`src/design/mlc_pkg.sv`:
```
// ----------------------------------------------------------------------------
// mlc_pkg: shared types, constants and helpers for the map line clipper
// Holds the controller/datapath command and status bundles, outcode bits,
// register indexes and the small coordinate helpers.
// ----------------------------------------------------------------------------
`default_nettype none

package mlc_pkg;

    // outcode bits
    localparam logic [3:0] CODE_LEFT   = 4'b0001;
    localparam logic [3:0] CODE_RIGHT  = 4'b0010;
    localparam logic [3:0] CODE_BOTTOM = 4'b0100;
    localparam logic [3:0] CODE_TOP    = 4'b1000;

    // configuration register indexes
    localparam logic [2:0] CFG_WINDOW_LEFT   = 3'd0;
    localparam logic [2:0] CFG_WINDOW_BOTTOM = 3'd1;
    localparam logic [2:0] CFG_WINDOW_RIGHT  = 3'd2;
    localparam logic [2:0] CFG_WINDOW_TOP    = 3'd3;
    localparam logic [2:0] CFG_SCALE         = 3'd4;
    localparam logic [2:0] CFG_FRAME_WIDTH   = 3'd5;
    localparam logic [2:0] CFG_FRAME_HEIGHT  = 3'd6;

    localparam logic [30:0] SCALE_RESET  = 31'd13107;
    localparam logic [12:0] WIDTH_RESET  = 13'd320;
    localparam logic [12:0] HEIGHT_RESET = 13'd168;

    localparam int unsigned MAX_PASSES = 8;
    localparam int unsigned DIV_STEPS  = 64;

    localparam logic signed [35:0] COORD_LIMIT = 36'sd1073741824;

    typedef struct packed {
        logic       load_in;   // capture input endpoints
        logic       map_mul;   // multiply selected coordinate by scale
        logic       map_sto;   // store selected mapped coordinate
        logic [1:0] map_idx;   // which coordinate is being mapped
        logic       setup;     // form intersection numerator and divisor
        logic       div_start; // launch the divider
        logic       upd;       // move the clipped endpoint
        logic       out_load;  // load the result register
        logic       out_vis;   // visible flag for the result
    } t_cmd;

    typedef struct packed {
        logic       rej_trivial; // both ends beyond one window edge
        logic [3:0] code_a;      // frame outcode of the first endpoint
        logic [3:0] code_b;      // frame outcode of the second endpoint
        logic       div_busy;    // divider still iterating
    } t_sts;

    function automatic logic [3:0] frame_code(
        input logic signed [31:0] x,
        input logic signed [31:0] y,
        input logic [12:0]        w,
        input logic [12:0]        h
    );
        logic [3:0] c;
        c = 4'b0000;
        if (y < 0) begin
            c = c | CODE_TOP;
        end else if (y >= $signed({19'b0, h})) begin
            c = c | CODE_BOTTOM;
        end
        if (x < 0) begin
            c = c | CODE_LEFT;
        end else if (x >= $signed({19'b0, w})) begin
            c = c | CODE_RIGHT;
        end
        return c;
    endfunction

    function automatic logic signed [31:0] saturate(input logic signed [35:0] v);
        logic signed [35:0] r;
        r = v;
        if (v > COORD_LIMIT) begin
            r = COORD_LIMIT;
        end else if (v < -COORD_LIMIT) begin
            r = -COORD_LIMIT;
        end
        return r[31:0];
    endfunction

endpackage

`default_nettype wire

```
`src/design/mlc_ctrl.sv`:
```
// ----------------------------------------------------------------------------
// mlc_ctrl: clipper sequencer
// Steps one segment through reject test, mapping, clip passes and result.
// ----------------------------------------------------------------------------
`default_nettype none

module mlc_ctrl (
    input  logic            i_clk,
    input  logic            i_rst_n,
    input  logic            i_in_valid,
    output logic            o_in_ready,
    output logic            o_out_valid,
    input  logic            i_out_ready,
    input  mlc_pkg::t_sts   i_sts,
    output mlc_pkg::t_cmd   o_cmd
);
    import mlc_pkg::*;

    localparam logic [3:0] S_IDLE  = 4'd0;
    localparam logic [3:0] S_REJ   = 4'd1;
    localparam logic [3:0] S_MUL   = 4'd2;
    localparam logic [3:0] S_STO   = 4'd3;
    localparam logic [3:0] S_CHK   = 4'd4;
    localparam logic [3:0] S_SETUP = 4'd5;
    localparam logic [3:0] S_DIV   = 4'd6;
    localparam logic [3:0] S_WAIT  = 4'd7;
    localparam logic [3:0] S_UPD   = 4'd8;
    localparam logic [3:0] S_FIN   = 4'd9;

    logic [3:0] r_state, n_state;
    logic [1:0] r_idx, n_idx;
    logic [3:0] r_pass, n_pass;
    logic       r_vis, n_vis;
    logic       r_out_valid, n_out_valid;

    always_comb begin
        n_state     = r_state;
        n_idx       = r_idx;
        n_pass      = r_pass;
        n_vis       = r_vis;
        n_out_valid = r_out_valid;
        o_cmd       = '0;
        o_cmd.map_idx = r_idx;
        o_cmd.out_vis = r_vis;
        if (r_out_valid && i_out_ready) begin
            n_out_valid = 1'b0;
        end
        case (r_state)
            S_IDLE: begin
                if (i_in_valid) begin
                    o_cmd.load_in = 1'b1;
                    n_state = S_REJ;
                end
            end
            S_REJ: begin
                if (i_sts.rej_trivial) begin
                    n_vis   = 1'b0;
                    n_state = S_FIN;
                end else begin
                    n_idx   = 2'd0;
                    n_state = S_MUL;
                end
            end
            S_MUL: begin
                o_cmd.map_mul = 1'b1;
                n_state = S_STO;
            end
            S_STO: begin
                o_cmd.map_sto = 1'b1;
                if (r_idx == 2'd3) begin
                    n_pass  = '0;
                    n_state = S_CHK;
                end else begin
                    n_idx   = r_idx + 2'd1;
                    n_state = S_MUL;
                end
            end
            S_CHK: begin
                if ((i_sts.code_a & i_sts.code_b) != 4'b0000) begin
                    n_vis   = 1'b0;
                    n_state = S_FIN;
                end else if ((i_sts.code_a | i_sts.code_b) == 4'b0000) begin
                    n_vis   = 1'b1;
                    n_state = S_FIN;
                end else if (r_pass == 4'(MAX_PASSES)) begin
                    n_vis   = 1'b0;
                    n_state = S_FIN;
                end else begin
                    n_state = S_SETUP;
                end
            end
            S_SETUP: begin
                o_cmd.setup = 1'b1;
                n_state = S_DIV;
            end
            S_DIV: begin
                o_cmd.div_start = 1'b1;
                n_state = S_WAIT;
            end
            S_WAIT: begin
                if (!i_sts.div_busy) begin
                    n_state = S_UPD;
                end
            end
            S_UPD: begin
                o_cmd.upd = 1'b1;
                n_pass  = r_pass + 4'd1;
                n_state = S_CHK;
            end
            S_FIN: begin
                if (!r_out_valid || i_out_ready) begin
                    o_cmd.out_load = 1'b1;
                    n_out_valid = 1'b1;
                    n_state = S_IDLE;
                end
            end
            default: begin
                n_state = S_IDLE;
            end
        endcase
    end

    always_ff @(posedge i_clk) begin
        if (!i_rst_n) begin
            r_state     <= S_IDLE;
            r_idx       <= '0;
            r_pass      <= '0;
            r_vis       <= 1'b0;
            r_out_valid <= 1'b0;
        end else begin
            r_state     <= n_state;
            r_idx       <= n_idx;
            r_pass      <= n_pass;
            r_vis       <= n_vis;
            r_out_valid <= n_out_valid;
        end
    end

    assign o_in_ready  = (r_state == S_IDLE);
    assign o_out_valid = r_out_valid;

endmodule

`default_nettype wire

```
`config.mk`:
```
export PLATFORM = sky130hd
export DESIGN_NAME = mlc_ctrl
export DESIGN_NICKNAME = d
export VERILOG_FILES = /design/src/design/mlc_pkg.sv /design/src/design/mlc_ctrl.sv
export SDC_FILE = /design/constraint.sdc
export NUM_CORES = 1
export LEC_CHECK = 0
export BUFFER_PORTS_ARGS = -buffer_cell sky130_fd_sc_hd__buf_2
export CAP_MARGIN = 20
export CORE_MARGIN = 10
export CORE_UTILIZATION = 49
export DETAILED_ROUTE_END_ITERATION = 12
export GPL_ROUTABILITY_DRIVEN = 0
export GPL_TIMING_DRIVEN = 0
export PLACE_DENSITY_LB_ADDON = 0.12
export SLEW_MARGIN = 15
export SYNTH_ARGS = -nofsm -noshare
export SYNTH_HDL_FRONTEND = slang
export SYNTH_SLANG_ARGS = --single-unit
```
`constraint.sdc`:
```
create_clock -name i_clk -period 3 [get_ports i_clk]
set_clock_uncertainty 0.1 [all_clocks]
set_input_delay 0.3 -clock i_clk [delete_from_list [all_inputs] [get_ports i_clk]]
set_output_delay 0.3 -clock i_clk [all_outputs]
set_load 0.02 [all_outputs]
```
* Word level (Yosys, flattened, before mapping) *
Index checks and enable logic that the tools add are counted.
W data, S select, Z words.

operators by class
  $add $sub $neg = 2
  eq/ne operators = 19
  multiplexer cells = 31
  bitwise operators = 2
  reduce and logical (&&, ||, !) cells = 13

operators with widths
  kind                   number
  $pmux W4 S10           1
  $mux W4                8
  $eq A4 B3 Y1 const B   4
  $mux W1                16
  $ne A2 B2 Y1 const B   7
  $eq A4 B4 Y1 const B   3
  $reduce_and A3 Y1      3
  $eq A4 B2 Y1 const B   2
  $logic_not A4 Y1       2
  $pmux W4 S2            1
  $reduce_bool A2 Y1     3
  $add A4 B1 Y4 const B  1
  $and A4 B4 Y4          1
  $eq A4 B1 Y1 const B   1
  $mux W2                2
  $ne A4 B4 Y1 const B   1
  $or A4 B4 Y4           1
  $pmux W2 S2            1
  $reduce_bool A4 Y1     1
  $mux W3                1
  $add A2 B1 Y2 const B  1
  $eq A2 B2 Y1 const B   1
  $pmux W1 S2            1
  $reduce_and A2 Y1      1
  3 further kinds        3

storage, ports and cells
  register bits after elaboration = 12
  input port bits = 14
  word-level logic and storage cells = 72

* Depth between registers and ports, before layout *
  depth after elaboration = 5
  mapped depth = 6
  depth with buffers taken out = 6

* Worst setup path before layout *
No wires, ideal clock.

  path type = flip-flop to output port
  start = register r_state[2]
  end = output port o_cmd[9] (netlist name)
  arrival = 1.735 ns
  required time = 2.600 ns
  path slack = 0.865 ns
  cell stages (with the launch flop) = 5
  cells stage by stage = dfxtp_1 buf_2 clkbuf_1 nor4_1 and2_1

RTL lines
  what                      line             RTL
  start: declaration        mlc_ctrl.sv:30   logic [3:0] r_state, n_state;
  start signal: assignment  mlc_ctrl.sv:131  r_state <= n_state;
  end: declaration          mlc_ctrl.sv:15   output mlc_pkg::t_cmd o_cmd

==> results_dict.tcl <==
set metrics [dict create \
    ir_worst_vdd_mv 0.1882 \
    ys_ff_latch 12 \
    rsz0062_at_grt "false" \
    core_area_mm2 0.001727 \
    viasPerCell 5.556 \
    initial_core_util_pct 51.16 \
    finalHoldViolations 0 \
    worst_slew_pin_slew_ns 0.4355 \
    ys_types 41 \
    reg2reg_slack_ns 1.31 \
    fmax_ghz 0.4887 \
    reg2regPathDepth 5 \
    wl_per_cell_um 13.73 \
    overflow 0 \
    route.detailed.drc 0 \
    die_w_um 62.46 \
    cp_max_fo 10 \
    worstHoldEndpoint "r_pass[0]" \
    dp_hpwl_mm 1.718 \
    cts.sinks 12 \
    cp_num_buf_inv 3 \
    synth_edf_count 0 \
    place_area_mm2 0.001040 \
    drive_gt1_share_pct 28.47 \
    dieArea_mm2 0.003901 \
    syn_inst 109 \
    fp-row-count 15 \
    drt_first_pass_iters 4 \
    p_total_uw 378.4 \
    cts.repair.resized 0 \
    max_cap_viol_count 0 \
    synth-async-reset-ratio_pct 0 \
    clk_pin_slew_worst_paths_ns 0.08 \
    cp_top_family "buffers and inverters" \
    clock_path_buffers 2 \
    cts_tree "built" \
    power_density_mw_per_mm2 356.2 \
    ios 26 \
    reg2reg_to "r_vis" \
    root_buffer "clkbuf_4" \
    routed_wl_mm 2.224 \
    start_kind "flop" \
    post_cts_buffers 0 \
    fillCellCount 174 \
    antenna_found_initial 0 \
    yosys_warnings 0 \
    drv_slew 0 \
    clk_latency_ns 0.27 \
    die_y_um 62.46 \
    vias 900 \
    min_period_ns 2.046 \
    path_class "reg -> out" \
    fin_area_mm2 0.001062 \
    worstPathArrival_ns 1.65 \
    grt_pass1_vias 857 \
    outcome "finished, final reports clean" \
    cts.htree.levels 1 \
    p_leak_nw 0.4616 \
    grt_pass1_wl_mm 3.684 \
    grt_use_total_pct 11.14 \
    required_ns 2.60 \
    final_nets 156 \
    critPathCaptureType "output pin" \
    period_share_pct 68.21 \
    antenna_cells 0 \
    setup_viol_count_final 0 \
    grt_max_degree 11 \
    synth_flop_cell "dfxtp_1" \
    drt_iter0_drc 18 \
    hp-class "in -> reg" \
    cpMostUsedCell "buf_2" \
    syn2layout_area_growth_pct 20.26 \
    max_stage_delay_ns 0.34 \
    hp-start "i_rst_n" \
    holdPathStages 2 \
    finalSetupTns_ns 0 \
    postCtsHoldBufs 0 \
    syn-num-nets 126 \
    io_buffers 25 \
    postSynthAreaPerCell_um2 8.104 \
    cts_made_buffers 3 \
    ys_seq_area_share_pct 27.20 \
    ant_nets 0 \
    r2r-start "r_state[2]" \
    timing.critical_path.from "r_state[2]" \
    crit_slowest_cell "nor4_1" \
    synth_area_um2 883.3 \
    path_cells "buf_2, clkbuf_1, nor4_1, and2_1, buf_2" \
    worst_slew_margin_rel_pct 70.84 \
]
-- worst max path at each step --
| stage | to | slack (ns) | depth (start not counted) |
|---|---|---|---|
| 6_report | o_cmd[9] | 0.95 | 5 |
| 5_1_grt | o_cmd[9] | 0.81 | 5 |
| 3_3_place_gp | o_cmd[9] | 1.30 | 5 |
| 2_1_floorplan | o_cmd[9] | 0.87 | 4 |
| 4_1_cts | o_cmd[9] | 0.95 | 5 |
| 3_5_place_dp | o_cmd[9] | 1.27 | 5 |
-- layout make-up --
cell class              instances  area [um2]  share of cell area [%]
plain buffers                   9       48.80                   4.594
clock buffers                   3       22.52                   2.120
inverters                       2       7.507                  0.7067
multi-input cells              86       586.8                   55.24
flip-flops and latches         12       240.2                   22.61
well taps                      25       31.28                   2.945
repair buffers                 25       125.1                   11.78
-- state kept, by name, summed over array words and instances, names as in the netlist --
name / count
r_pass: 4
r_state: 4
r_idx: 2
o_out_valid: 1
r_vis: 1
-- synthesized netlist by cell type, drive strengths merged (3+ instances only) --
| library cell | number | area share (%) |
|---|---|---|
| dfxtp | 12 | 27 |
| nand2 | 11 | 4.7 |
| nor2 | 7 | 3.0 |
| nor2b | 7 | 5.0 |
| buf | 5 | 3.8 |
| o21ai | 5 | 2.8 |
| a31oi | 4 | 2.8 |
| clkbuf | 4 | 1.7 |
| nor4b | 4 | 5.7 |
| a21boi | 3 | 2.5 |
| a21oi | 3 | 1.7 |
| and2 | 3 | 2.1 |
| ha | 3 | 4.2 |
| nand2b | 3 | 2.1 |
-- power breakdown --
group	total, mW	switching [mW]	internal, mW
combinational	0.106	0.0611	0.0449
clock	0.103	0.0568	0.0465
sequential	0.169	0.00463	0.165
-- logic make-up after synthesis --
| group | after synthesis | synth area share (%) |
|---|---|---|
| AND/OR/NAND/NOR | 55 | 39.38 |
| AO/OA/AOI/OAI | 24 | 18.27 |
| flip-flops | 12 | 27.20 |
| buffers and inverters | 11 | 6.373 |
| multiplexers | 3 | 3.541 |
| adder cells (fa/ha/maj) | 3 | 4.250 |
| XOR/XNOR | 1 | 0.9917 |
-- through the flow --
stage               worst slack [ns]  hold WS [ns]  utilization [%]  std cells
global placement               1.299        0.3509            60.22        159
finish                        0.9537        0.1862            61.52        162
detailed placement             1.268        0.3680            60.22        159
CTS                           0.9480        0.1794            61.52        162
global route                  0.8111        0.1870            61.52        162
floorplan                     0.8651        0.3363                -        109
-- cells in the final DEF (no fill, tap or decap), types with 3 or more instances in the layout --
master / count
nor4b_1: 3
nor2_1: 7
buf_2: 28
nand2_1: 11
clkbuf_1: 4
ha_1: 3
nor2b_1: 7
nand2b_1: 3
a21oi_1: 3
a31oi_1: 4
and2_1: 3
dfxtp_1: 12
o21ai_0: 5
clkbuf_4: 3
-- routing by layer --
layer / track usage [%] / share of wire [%]
met1: 12.13 / 44
met2: 19.49 / 50
met3: 2.688 / 4.7
met4: 5.587 / 1.1
met5: 0 / 0
(Power assumes the default switching activity.)
